## config.mk

```make
export PLATFORM = sky130hd
export DESIGN_NAME = csm_cmd_q
export DESIGN_NICKNAME = d
export VERILOG_FILES = /design/src/rtl/core/csm_pkg.sv /design/src/rtl/core/csm_cmd_q.sv
export SDC_FILE = /design/constraint.sdc
export NUM_CORES = 1
export LEC_CHECK = 0
export BUFFER_PORTS_ARGS = -buffer_cell sky130_fd_sc_hd__buf_2
export CAP_MARGIN = 10
export CELL_PAD_IN_SITES_DETAIL_PLACEMENT = 0
export CELL_PAD_IN_SITES_GLOBAL_PLACEMENT = 1
export CORE_UTILIZATION = 43
export DETAILED_ROUTE_END_ITERATION = 12
export GPL_ROUTABILITY_DRIVEN = 0
export MAX_ROUTING_LAYER = met4
export PLACE_DENSITY_LB_ADDON = 0.15
export REMOVE_ABC_BUFFERS = 1
export SYNTH_ARGS = -nofsm -noshare
export SYNTH_HDL_FRONTEND = slang
export SYNTH_SLANG_ARGS = --single-unit
```

## constraint.sdc

```tcl
create_clock -name i_clk -period 2.6 [get_ports i_clk]
set_input_delay 0.78 -clock i_clk [delete_from_list [all_inputs] [get_ports i_clk]]
set_output_delay 0.78 -clock i_clk [all_outputs]
set_load 0.01 [all_outputs]
```

## src/rtl/core/csm_pkg.sv

```systemverilog
// ----------------------------------------------------------------------------
// csm_pkg: shared types and constants of the compare-split merge block
// Holds the list length, the derived widths, the payload structs of both
// channels, the store write bundle, the merge command and the back-end states.
// ----------------------------------------------------------------------------
package csm_pkg;

    localparam int MAX_LEN = 32;
    localparam int DATA_W  = 32;
    // Index into one list; at least one bit so that a length of one still works.
    localparam int IDX_W   = (MAX_LEN > 1) ? $clog2(MAX_LEN) : 1;
    // Pair count, able to hold MAX_LEN itself.
    localparam int CNT_W   = $clog2(MAX_LEN + 1);
    // Store address: bank bit on top of the list index.
    localparam int ADDR_W  = IDX_W + 1;

    typedef struct packed {
        logic signed [DATA_W-1:0] local_value;
        logic signed [DATA_W-1:0] remote_value;
        logic                     keep_lower;
        logic                     last_pair;
    } t_in;

    typedef struct packed {
        logic signed [DATA_W-1:0] merged_value;
        logic                     last_value;
    } t_out;

    typedef struct packed {
        logic              en;
        logic [ADDR_W-1:0] addr;
        logic [DATA_W-1:0] local_value;
        logic [DATA_W-1:0] remote_value;
    } t_st_wr;

    typedef struct packed {
        logic             bank;
        logic [CNT_W-1:0] len;
        logic             keep_lower;
    } t_cmd;

    typedef enum logic [1:0] {
        B_IDLE,
        B_MERGE,
        B_FLIP,
        B_DRAIN
    } t_bstate;

endpackage

```

## src/rtl/core/csm_cmd_q.sv

```systemverilog
// ----------------------------------------------------------------------------
// csm_cmd_q: merge command queue
// Two-entry queue, one entry per store bank, between the load front end and
// the merge back end. The head stays in place until the back end retires it.
// ----------------------------------------------------------------------------
module csm_cmd_q
    import csm_pkg::*;
(
    input  logic i_clk,
    input  logic i_rst_n,
    input  logic i_push,
    input  t_cmd i_cmd,
    input  logic i_pop,
    output logic o_valid,
    output t_cmd o_head,
    output logic o_full
);

    t_cmd       r_ent [2];
    logic       r_wp;
    logic       r_rp;
    logic [1:0] r_cnt;
    logic [1:0] n_cnt;

    assign o_valid = (r_cnt != 2'd0);
    assign o_full  = (r_cnt == 2'd2);
    assign o_head  = r_ent[r_rp];

    always_comb begin
        n_cnt = r_cnt;
        if (i_push && !i_pop) begin
            n_cnt = r_cnt + 2'd1;
        end else if (i_pop && !i_push) begin
            n_cnt = r_cnt - 2'd1;
        end
    end

    always_ff @(posedge i_clk) begin
        if (i_push) begin
            r_ent[r_wp] <= i_cmd;
        end
    end

    always_ff @(posedge i_clk) begin
        if (!i_rst_n) begin
            r_wp  <= 1'b0;
            r_rp  <= 1'b0;
            r_cnt <= 2'd0;
        end else begin
            r_cnt <= n_cnt;
            if (i_push) begin
                r_wp <= !r_wp;
            end
            if (i_pop) begin
                r_rp <= !r_rp;
            end
        end
    end

endmodule

```

==> qor.csv <==
stage,metric,value,unit
setup_path,cpMaxStageDelayCell,dfxtp_1,
synth,mappedNetlistArea,797.0,um2
synth,yosys_warnings,0,
clock_tree,clk_path_buf_depth,2,
timing,relSlewSlack,75.14,%
setup_path,startpoint_type,flop,
clock_tree,cts_tree,done,
power,powerDensity,654.8,nW/um2
timing,report.final.setup_viol,0,
clock_tree,htreeDepth,1,
finish,post-route-util,55.72,%
synth,synthArstFlopShare,0,%
synth,synth_commonest_cells,"edfxtp_1 (16), mux2_2 (8), dfxtp_1 (5), and2_1 (4)",
finish,num_antenna_cells,0,
timing,finalHoldViolations,0,
setup_path,cp_max_fo,8,
floorplan,rows,15,
timing,setup_tns,0,ns
global_route,grt_pass1_wl,1524,um
power,pwr-share-clk,23.4,%
global_route,antenna_found_initial,0,
power,switching_share,21.87,%
synth,synth.most_common_cell,edfxtp_1,
detailed_routing,wl,1009,um
run,drv_cap,0,
floorplan,io_pins,22,
setup_path,worst-endpoint-arrival,1.34,ns
clock_tree,cts_setup_buffers,0,
finish,syn_to_final_growth,20.72,%
synth,ys.flop_type,edfxtp_1,
floorplan,core,1727,um2
synth,synth_top_area_cell,edfxtp_1,
clock_tree,cts_hold_buffers,0,
floorplan,floorplan.initialDensity,46.16,%
finish,final_layout_size_suffix_gt1_share,48.61,%
global_route,grt_max_degree,12,
placed_design,portBuffers,21,
power,peakVddDrop,0.3240,mV
setup_path,slowest_delay,0.54,ns
clock_tree,clk_pin_slew_worst_paths,0.10,ns
setup_path,rrSetupSlack,1.56,ns
power,power.share.combinational,13.7,%
power,power_switching,0.1378,mW
finish,multiInputGateArea,207.7,um2
finish,area.sequential,580.6,um2
synth,synth_area_per_cell,16.96,um2
finish,fillers,161,
floorplan,die_w,45.05,um
setup_path,cp.required,1.82,ns
detailed_routing,drt_first_pass_iters,3,
detailed_routing,final_antenna_net_count,0,
synth,yosysTopAreaCellShare,60.28,%
global_route,grt-ovfl-total,0,
detailed_routing,num_vias,427,
timing,worst_pin_slew,0.3729,ns
power,p_seq_share,62.9,%
synth,synth_enable_flop_cells,16,
clock_tree,insertion_delay,0.29,ns
timing,min_period,2.123,ns
setup_path,crit_type,flop to output pin,
synth,ys_seq_area_share,72.84,%
global_route,track_usage,11.05,%
power,p_leak,0.3859,nW
timing,max_freq,471.0,MHz
detailed_routing,drt_iter0_markers,1,
finish,final_net_count,86,
global_route,grt_pass1_vias,367,
worst_hold_path,min_path_type,flop to flop,
timing,fin_crit_sh,81.65,%
setup_path,endpoint_kind,output pin,
detailed_routing,wl_per_cell,10.40,um
clock_tree,postCtsResizedCells,0,
floorplan,dieHeight,45.05,um
status,outcome,"complete, no violations",
clock_tree,clockRootBuffer,clkbuf_4,
timing,rsz0062_at_grt,no,
clock_tree,cts_buffers,3,
detailed_routing,drc_errors,0,
setup_path,path_cells,"mux2_2, buf_2",
timing,slew_viol_final,0,
clock_tree,clock_sinks,21,
synth,ys_ff_latch,21,
detailed_routing,viasPerCell,4.402,
synth,postSynthCellCount,47,
floorplan,dieArea,2030,um2
timing,fin_skew,0.005815,ns
synth,synth_area_leaders,"edfxtp_1 (60%), dfxtp_1 (13%), mux2_2 (11%), and2_1 (3.1%), xor2_1 (2.2%)",
power,power.internal,0.4923,mW
synth,synth.distinct_cells,16,
-- metrics by stage --
step	power, mW	area, um2	hold slack [ns]	instances	setup slack [ns]
4_1_cts	0.6365	962.2	0.5051	97	0.4526
3_3_place_gp	0.4912	935.9	0.4858	93	0.7843
6_report	0.6301	962.2	0.5029	97	0.4771
5_1_grt	0.6570	962.2	0.5603	97	0.4054
2_1_floorplan	0.4556	792.0	0.4611	46	0.9516
3_5_place_dp	0.4920	935.9	0.4870	93	0.7874
-- power by group through the flow --
stage | logic, mW | clock network [mW] | registers [mW]
finish | 0.0864 | 0.147 | 0.396
floorplan | 0.0545 | 0 | 0.401
global placement | 0.0870 | 0 | 0.404
global route | 0.0949 | 0.162 | 0.400
CTS | 0.0882 | 0.151 | 0.397
detailed placement | 0.0875 | 0 | 0.404
-- cell type report --
cell class,instances,area share (%)
timing repair buffer,22,11.70
sequential,21,60.34
clock buffer,4,2.731
multi-input combinational,24,21.59
tap,25,3.251
inverter,1,0.3901
-- cells by family after synthesis --
| kind of cell | after synthesis | share of synthesized area [%] |
|---|---|---|
| XOR/XNOR | 3 | 3.297 |
| multiplexers | 8 | 11.30 |
| flip-flops | 21 | 72.84 |
| AND/OR/NAND/NOR | 9 | 7.379 |
| adder cells (fa/ha/maj) | 1 | 1.570 |
| AO/OA/AOI/OAI | 3 | 2.512 |
| buffers and inverters | 2 | 1.098 |
-- path summary, 6_finish.rpt --
kind                                             from                     to  cells after the start
worst max-delay path                             flop              o_head[3]                      2
worst min-delay path            r_cnt[1]$_SDFFE_PN0P_  r_cnt[1]$_SDFFE_PN0P_                      2
worst max register to register      r_wp$_SDFFE_PN0P_  r_ent[1][6]$_DFFE_PP_                      1
worst min register to register  r_cnt[1]$_SDFFE_PN0P_  r_cnt[1]$_SDFFE_PN0P_                      2
-- layout by cell type, fill, tap and decap left out --
cell	synthesis	layout
xnor2_1	1	1
or3_1	1	1
inv_1	1	1
o21ai_0	1	1
edfxtp_1	16	16
buf_2	1	21
and2_1	4	4
and2b_2	1	1
mux2_2	8	8
nor2b_1	2	2
or2_2	1	1
clkbuf_4	0	3
a21boi_1	1	1
o21a_1	1	1
clkbuf_1	0	1
dfxtp_1	5	5
ha_1	1	1
buf_4	0	1
xor2_1	2	2
-- critical path, delay by kind of cell, from the launching register on --
kind / cells / cell delay [ns]
buf+inv: 1 / 0.14
flops: 1 / 0.54
mux: 1 / 0.38
-- sequential cells by signal, indices dropped and copies added, names as in the netlist, named ones only --
register	count
r_wp	1
r_rp	1
r_ent	16
r_cnt	2
-- layer usage --
metal	vias to the layer above	track usage [%]	share of wire [%]
met5	-	-	0
met2	9	18.55	47
met3	2	3.600	4.3
met1	197	12.37	48
li1	219	-	-
met4	0	3.636	0.59
No activity file was read; power rests on OpenSTA's default activity.
