**src/rtl/core/csm_pkg.sv**
```systemverilog
// ----------------------------------------------------------------------------
// csm_pkg: shared types and constants of the compare-split merge block
// Holds the list length, the derived widths, the payload structs of both
// channels, the store write bundle, the merge command and the back-end states.
// ----------------------------------------------------------------------------
package csm_pkg;

    localparam int MAX_LEN = 32;
    localparam int DATA_W  = 32;
    // Index into one list; at least one bit so that a length of one still works.
    localparam int IDX_W   = (MAX_LEN > 1) ? $clog2(MAX_LEN) : 1;
    // Pair count, able to hold MAX_LEN itself.
    localparam int CNT_W   = $clog2(MAX_LEN + 1);
    // Store address: bank bit on top of the list index.
    localparam int ADDR_W  = IDX_W + 1;

    typedef struct packed {
        logic signed [DATA_W-1:0] local_value;
        logic signed [DATA_W-1:0] remote_value;
        logic                     keep_lower;
        logic                     last_pair;
    } t_in;

    typedef struct packed {
        logic signed [DATA_W-1:0] merged_value;
        logic                     last_value;
    } t_out;

    typedef struct packed {
        logic              en;
        logic [ADDR_W-1:0] addr;
        logic [DATA_W-1:0] local_value;
        logic [DATA_W-1:0] remote_value;
    } t_st_wr;

    typedef struct packed {
        logic             bank;
        logic [CNT_W-1:0] len;
        logic             keep_lower;
    } t_cmd;

    typedef enum logic [1:0] {
        B_IDLE,
        B_MERGE,
        B_FLIP,
        B_DRAIN
    } t_bstate;

endpackage

```
**src/rtl/core/csm_front.sv**
```systemverilog
// ----------------------------------------------------------------------------
// csm_front: load front end
// Accepts input transactions, writes each pair into the current store bank
// and, on the final pair, hands a merge command to the back end.
// ----------------------------------------------------------------------------
module csm_front
    import csm_pkg::*;
(
    input  logic   i_clk,
    input  logic   i_rst_n,
    input  logic   i_in_valid,
    input  t_in    i_in_data,
    output logic   o_in_ready,
    input  logic   i_q_full,
    output logic   o_push,
    output t_cmd   o_cmd,
    output t_st_wr o_wr
);

    logic             r_wbank;
    logic             n_wbank;
    logic [CNT_W-1:0] r_cnt;
    logic [CNT_W-1:0] n_cnt;
    logic             accept;
    logic             has_room;
    logic [CNT_W-1:0] cnt_inc;

    // A free bank exists whenever the command queue has room.
    assign o_in_ready = !i_q_full;
    assign accept     = i_in_valid && o_in_ready;
    assign has_room   = (r_cnt < CNT_W'(MAX_LEN));
    assign cnt_inc    = has_room ? (r_cnt + CNT_W'(1)) : r_cnt;

    always_comb begin
        o_wr.en           = accept && has_room;
        o_wr.addr         = {r_wbank, r_cnt[IDX_W-1:0]};
        o_wr.local_value  = i_in_data.local_value;
        o_wr.remote_value = i_in_data.remote_value;
    end

    assign o_push         = accept && i_in_data.last_pair;
    assign o_cmd.bank       = r_wbank;
    assign o_cmd.len        = cnt_inc;
    assign o_cmd.keep_lower = i_in_data.keep_lower;

    always_comb begin
        n_cnt   = r_cnt;
        n_wbank = r_wbank;
        if (o_push) begin
            n_cnt   = '0;
            n_wbank = !r_wbank;
        end else if (accept) begin
            n_cnt = cnt_inc;
        end
    end

    always_ff @(posedge i_clk) begin
        if (!i_rst_n) begin
            r_cnt   <= '0;
            r_wbank <= 1'b0;
        end else begin
            r_cnt   <= n_cnt;
            r_wbank <= n_wbank;
        end
    end

    a_cnt_bound: assert property (@(posedge i_clk) disable iff (!i_rst_n)
        r_cnt <= CNT_W'(MAX_LEN))
        else $error("pair count exceeds the list length");

    a_push_room: assert property (@(posedge i_clk) disable iff (!i_rst_n)
        o_push |-> (!i_q_full && o_cmd.len != '0))
        else $error("merge command issued without room or with an empty list");

    a_push_swap: assert property (@(posedge i_clk) disable iff (!i_rst_n)
        o_push |=> (r_cnt == '0 && r_wbank != $past(r_wbank)))
        else $error("load did not restart in the other bank");

endmodule

```
**config.mk**
```make
export PLATFORM = sky130hd
export DESIGN_NAME = csm_front
export DESIGN_NICKNAME = d
export VERILOG_FILES = /design/src/rtl/core/csm_pkg.sv /design/src/rtl/core/csm_front.sv
export SDC_FILE = /design/constraint.sdc
export NUM_CORES = 1
export LEC_CHECK = 0
export ABC_AREA = 1
export ABC_CLOCK_PERIOD_IN_PS = 3650
export BUFFER_PORTS_ARGS = -buffer_cell sky130_fd_sc_hd__buf_2
export CORE_MARGIN = 4
export CORE_UTILIZATION = 31
export DETAILED_ROUTE_END_ITERATION = 8
export PLACE_DENSITY_LB_ADDON = 0.15
export SLEW_MARGIN = 20
export SYNTH_ARGS = -nofsm -noshare
export SYNTH_HDL_FRONTEND = slang
export SYNTH_SLANG_ARGS = --single-unit
export TNS_END_PERCENT = 20
```
**constraint.sdc**
```tcl
create_clock -name i_clk -period 3.65 [get_ports i_clk]
set_clock_uncertainty 0.1 [all_clocks]
set_input_delay 0.73 -clock i_clk [delete_from_list [all_inputs] [get_ports i_clk]]
set_output_delay 0.73 -clock i_clk [all_outputs]
set_load 0.02 [all_outputs]
```
==> results.yml, run 1 <==
synthesis:
  yosys_warnings: 0
  syn-instance-count: 140
  syn_nets: 211
  synth.distinct_cells: 20
  yosys.area.top_type_share_pct: 55.38
  yosysTopAreaCell: "buf_4"
  synth-edff-count: 0
  netlist_area_um2: 975.9
  synthFlopType: "dfxtp_1"
  ys_ff_latch: 7
  async_flop_share_pct: 0
  synth_area_per_cell_um2: 6.971
  synth_area_leaders: "buf_4 55%, dfxtp_1 14%, nand2_1 6.5%"
  synth-seq-area-share_pct: 14.36
cts:
  clock_latency_ns: 0.26
  cts-resized-gates: 0
  cts_sinks: 7
  cts_max_level: 1
  cts_buffers: 3
  clockRootBuffer: "clkbuf_4"
  clockBufferDepth: 2
  postCtsHoldBufs: 0
  postCtsSetupBuffers: 0
  cts_tree: "done"
  worst_setup_hold_path_clk_slew_ns: 0.07
power_and_ir_drop:
  switching_share_pct: 34.15
  p_leak_uw: 0.0003532
  pwr_density_cell_nw_per_um2: 337.2
  peakVddDrop_v: 0.0001076
  total_power_uw: 208.4
  power_frac_seq_pct: 41.1
  switchingPower_uw: 71.16
  clockPowerShare_pct: 35.3
  power_frac_comb_pct: 23.6
  p_int_uw: 137.2
sta:
  setup_tns_ns: 0
  drv_slew: 0
  finalCritPeriodShare_pct: 62.53
  clock.fmax_mhz: 438.1
  setup_viol: 0
  fin_ws_ns: 1.368
  hold_viol: 0
  period_needed_ns: 2.282
  worst_pin_slew_ns: 0.2921
  rsz0062_at_grt: "false"
  max-slew-margin-rel_pct: 80.44
finish:
  nNetsFinal: 164
  syn2layout_area_growth_pct: -36.67
  drive_gt1_share_pct: 34.78
  stdcell_count: 136
  antenna_cells: 0
grt:
  grt_overflow: 0
  grt_pass1_wl_um: 2380
  grt_pass1_vias: 519
  grt_max_degree: 10
  track_usage_pct: 7.560
  antenna_found_initial: 0
die:
  die-area_um2: 4110
  initial_core_util_pct: 32.23
  num_rows: 20
  pin_count: 151
  fp.dieH_um: 64.11
  core_um2: 3028
  fp.dieW_um: 64.11
worst_setup_path:
  critPathCaptureType: "primary output"
  start_kind: "flop"
  cp_max_fo: 6
  critPathKind: "reg2out"
  worst_ep_required_time_ns: 2.82
  crit_arrival_ns: 1.45
  startpoint: "r_cnt[0]$_SDFFE_PP0P_"
  r2r_start: "r_cnt[0]$_SDFFE_PP0P_"
routing:
  firstDrtPassIters: 5
  wl_per_cell_um: 11.83
  postRouteAntennaNets: 0
  drt_iter0_drc: 8
  routed_wirelength_um: 1609
  via_count: 563
  vias_per_cell: 4.140
  drc: 0
outcome:
  status: "complete, no violations"
place:
  portBuffers: 20
  dp_cells: 132
  post-place-ws_ns: 1.354
  dp_hpwl_um: 1312
  gp_congestion: 0.7292
min_path:
  min_path_type: "reg2reg"
  hp-start: "r_wbank$_SDFFE_PN0P_"
flow_run:
  cap_violations: 0
==> synth_stat cells, types with 2 or more instances <==
cell	n
nand4_1	3
inv_2	2
buf_4	72
o21ai_0	3
dfxtp_1	7
nand2_1	17
inv_1	16
a21oi_1	3
nor2_1	5
nand3_1	2
==> per-stage QoR <==
stage               hold slack (ns)  area, µm²  util (%)
floorplan                    0.3520      975.9         -
finish                       0.3879      618.1     20.41
global route                 0.4172      618.1     20.41
detailed placement           0.3797      590.6     19.50
CTS                          0.3946      618.1     20.41
global placement             0.3683      590.6     19.50
==> cell families after synthesis <==
family	synth area share (%)
flops	14.36
simple gates	16.03
buf+inv	62.31
fa+ha+maj	1.282
xor+xnor	0.8976
compound gates	5.127
==> layout by cell type (no fill, tap or decap), drive strengths merged <==
cell,synthesis,routed
a21oi,3,3
a31oi,1,1
buf,72,20
clkbuf,0,3
clkinv,0,1
dfxtp,7,7
ha,1,1
inv,18,18
nand2,19,19
nand3,3,3
nand4,3,3
nor2,7,7
o21ai,5,5
xnor2,1,1
==> flip-flops by register name, indices dropped and copies added (netlist names) <==
name,cells
r_wbank,1
r_cnt,6
==> layout make-up <==
cell class                 count  area, µm²
clock buffer                   3      22.52
clock inverter                 1      5.005
fill                         367       2410
inverter                      18      67.56
multi-input combinational     43      227.7
sequential                     7      140.1
tap                           44      55.05
timing repair buffer          20      100.1
==> critical path, stage by stage (launching register included) <==
cell,delay [ns]
dfxtp_1,0.44
ha_1,0.22
inv_1,0.06
nor2_1,0.12
nand4_1,0.12
nand2_1,0.09
buf_2,0.16
==> power groups by stage <==
stage | registers (µW) | clock network (µW) | logic [µW]
after global placement | 87.5 | 0 | 50.0
after global routing | 86.4 | 81.6 | 55.2
after detailed placement | 87.5 | 0 | 50.1
after floorplan | 86.0 | 0 | 144
final | 85.7 | 73.6 | 49.1
after CTS | 85.9 | 75.6 | 50.1
==> worst paths after layout <==
check             cells past startpoint  slack (ns)                    end
setup / recovery                      6        1.37               o_cmd[5]
hold / removal                        2        0.39   r_wbank$_SDFFE_PN0P_
setup reg to reg                      8        2.32  r_cnt[2]$_SDFFE_PP0P_
hold reg to reg                       2        0.39   r_wbank$_SDFFE_PN0P_
==> routing by layer <==
metal | vias to the layer above | wire length (µm) | GRT usage, %
li1 | 257 | - | -
met1 | 232 | 641 | 7.953
met2 | 56 | 629 | 10.06
met3 | 18 | 244 | 4.218
met4 | 0 | 93 | 7.916
met5 | - | 0 | 0
Power figures use the tool's default switching activity.
==> run 2: changes to the inputs <==
--- a/config.mk
+++ b/config.mk
@@ -6,10 +6,10 @@
 export NUM_CORES = 1
 export LEC_CHECK = 0
 export ABC_AREA = 1
-export ABC_CLOCK_PERIOD_IN_PS = 3650
+export ABC_CLOCK_PERIOD_IN_PS = 2400
 export BUFFER_PORTS_ARGS = -buffer_cell sky130_fd_sc_hd__buf_2
 export CORE_MARGIN = 4
-export CORE_UTILIZATION = 31
+export CORE_UTILIZATION = 29
 export DETAILED_ROUTE_END_ITERATION = 8
 export PLACE_DENSITY_LB_ADDON = 0.15
 export SLEW_MARGIN = 20
==> constraint.sdc (replaced) <==
create_clock -name i_clk -period 2.4 [get_ports i_clk]
set_clock_uncertainty 0.1 [all_clocks]
set_input_delay 0.48 -clock i_clk [delete_from_list [all_inputs] [get_ports i_clk]]
set_output_delay 0.48 -clock i_clk [all_outputs]
set_load 0.02 [all_outputs]
==> results.yml, run 2 (synthesis gave the netlist of run 1 again) <==
sta:
  hold-worst-slack_ns: 0.3886
  rsz0062_at_grt: "false"
  finalCritPeriodShare_pct: 84.00
  worst_pin_slew_ns: 0.2814
  max-slew-margin-rel_pct: 81.15
  setup_viol: 0
  period_needed_ns: 2.016
  drv_slew: 0
  hold_viol: 0
  clock.fmax_mhz: 496.0
  setup_tns_ns: 0
routing:
  postRouteAntennaNets: 0
  routed_wirelength_um: 1561
  wl_per_cell_um: 11.48
  drt_iter0_drc: 14
  vias_per_cell: 4.022
  drc: 0
  via_count: 547
  firstDrtPassIters: 4
grt:
  track_usage_pct: 7.375
  grt_pass1_vias: 562
  grt_pass1_wl_um: 2511
  antenna_found_initial: 0
  grt_max_degree: 10
  grt_overflow: 0
worst_setup_path:
  worst_ep_required_time_ns: 1.82
  reg2reg_slack_ns: 1.07
  cp_max_fo: 6
  start_kind: "flop"
  crit_arrival_ns: 1.44
  critPathCaptureType: "primary output"
  critPathKind: "reg2out"
cts:
  cts_tree: "done"
  clockRootBuffer: "clkbuf_4"
  cts_buffers: 3
  cts_max_level: 1
  postCtsSetupBuffers: 0
  clockBufferDepth: 2
  cts_sinks: 7
  postCtsHoldBufs: 0
  clock_latency_ns: 0.25
  worst_setup_hold_path_clk_slew_ns: 0.06
  cts-resized-gates: 0
die:
  num_rows: 20
  pin_count: 151
  fp.dieW_um: 66.01
  die-area_um2: 4357
  initial_core_util_pct: 31.20
  core_um2: 3128
  fp.dieH_um: 66.01
finish:
  syn2layout_area_growth_pct: -36.79
  layout_commonest_cell: "buf_2"
  largest_reg_flops: 6
  fin_area_um2: 616.8
  final_cell_mix: "20 x buf_2, 17 x nand2_1, 16 x inv_1"
  final_core_util_pct: 19.72
  antenna_cells: 0
  top_register: "r_cnt"
  drive_gt1_share_pct: 33.70
  top_regs: "r_cnt: 6 flops, r_wbank: 1 flops"
  nNetsFinal: 164
min_path:
  min_path_type: "reg2reg"
power_and_ir_drop:
  peakVddDrop_v: 0.0001500
  pwr_density_cell_nw_per_um2: 511.1
  p_leak_uw: 0.0003505
place:
  portBuffers: 20
  dp_hpwl_um: 1175
  gp_congestion: 0.7289
  place_area_um2: 590.6
flow_run:
  cap_violations: 0
outcome:
  status: "complete, no violations"
## run 2: changes by cell type in the layout (fill, tap and decap cells not counted), sizes merged
cell / delta
clkbuf: +1
clkinv: -1
## run 2: path summary, 6_finish.rpt
kind / cells past startpoint / from / to
setup reg to reg: 8 / r_cnt[0]$_SDFFE_PP0P_ / r_cnt[2]$_SDFFE_PP0P_
hold / removal: 2 / r_wbank$_SDFFE_PN0P_ / r_wbank$_SDFFE_PN0P_
hold reg to reg: 2 / r_wbank$_SDFFE_PN0P_ / r_wbank$_SDFFE_PN0P_
setup / recovery: 6 / r_cnt[0]$_SDFFE_PP0P_ / o_cmd[5]
## run 2: per-stage QoR
step                      std cells  worst slack [ns]  total power (µW)
after floorplan                 140            0.8212             349.1
after global placement          132            0.6022             209.6
after detailed placement        132            0.6066             208.6
after CTS                       136            0.3798             322.4
after global routing            136            0.2152             340.9
final                           136            0.3839             315.3
## run 2: critical path, cell delays in order (launching register included)
cell and delay (ns):
dfxtp_1 0.43, ha_1 0.21, inv_1 0.05, nor2_1 0.12
nand4_1 0.12, nand2_1 0.09, buf_2 0.16
## run 2: metal layers
layer | track usage, % | up-vias | share of wire [%]
li1 | - | 254 | -
met1 | 7.238 | 224 | 42
met2 | 9.637 | 49 | 35
met3 | 6.463 | 20 | 18
met4 | 5.838 | 0 | 4.2
met5 | 0 | - | 0
## run 2: layout make-up
class	count	area, µm²
inverters	18	67.56
flip-flops and latches	7	140.1
well taps	44	55.05
clock buffers	4	26.28
repair buffers	20	100.1
multi-input cells	43	227.7
fillers	358	2511
## run 2: power by group
| part | switching (µW) | internal [µW] | leakage [µW] |
|---|---|---|---|
| clock | 46.0 | 63.6 | 0.0000150 |
| combinational | 49.8 | 25.4 | 0.000278 |
| sequential | 8.14 | 122 | 0.0000573 |
| total | 104 | 211 | 0.000350 |
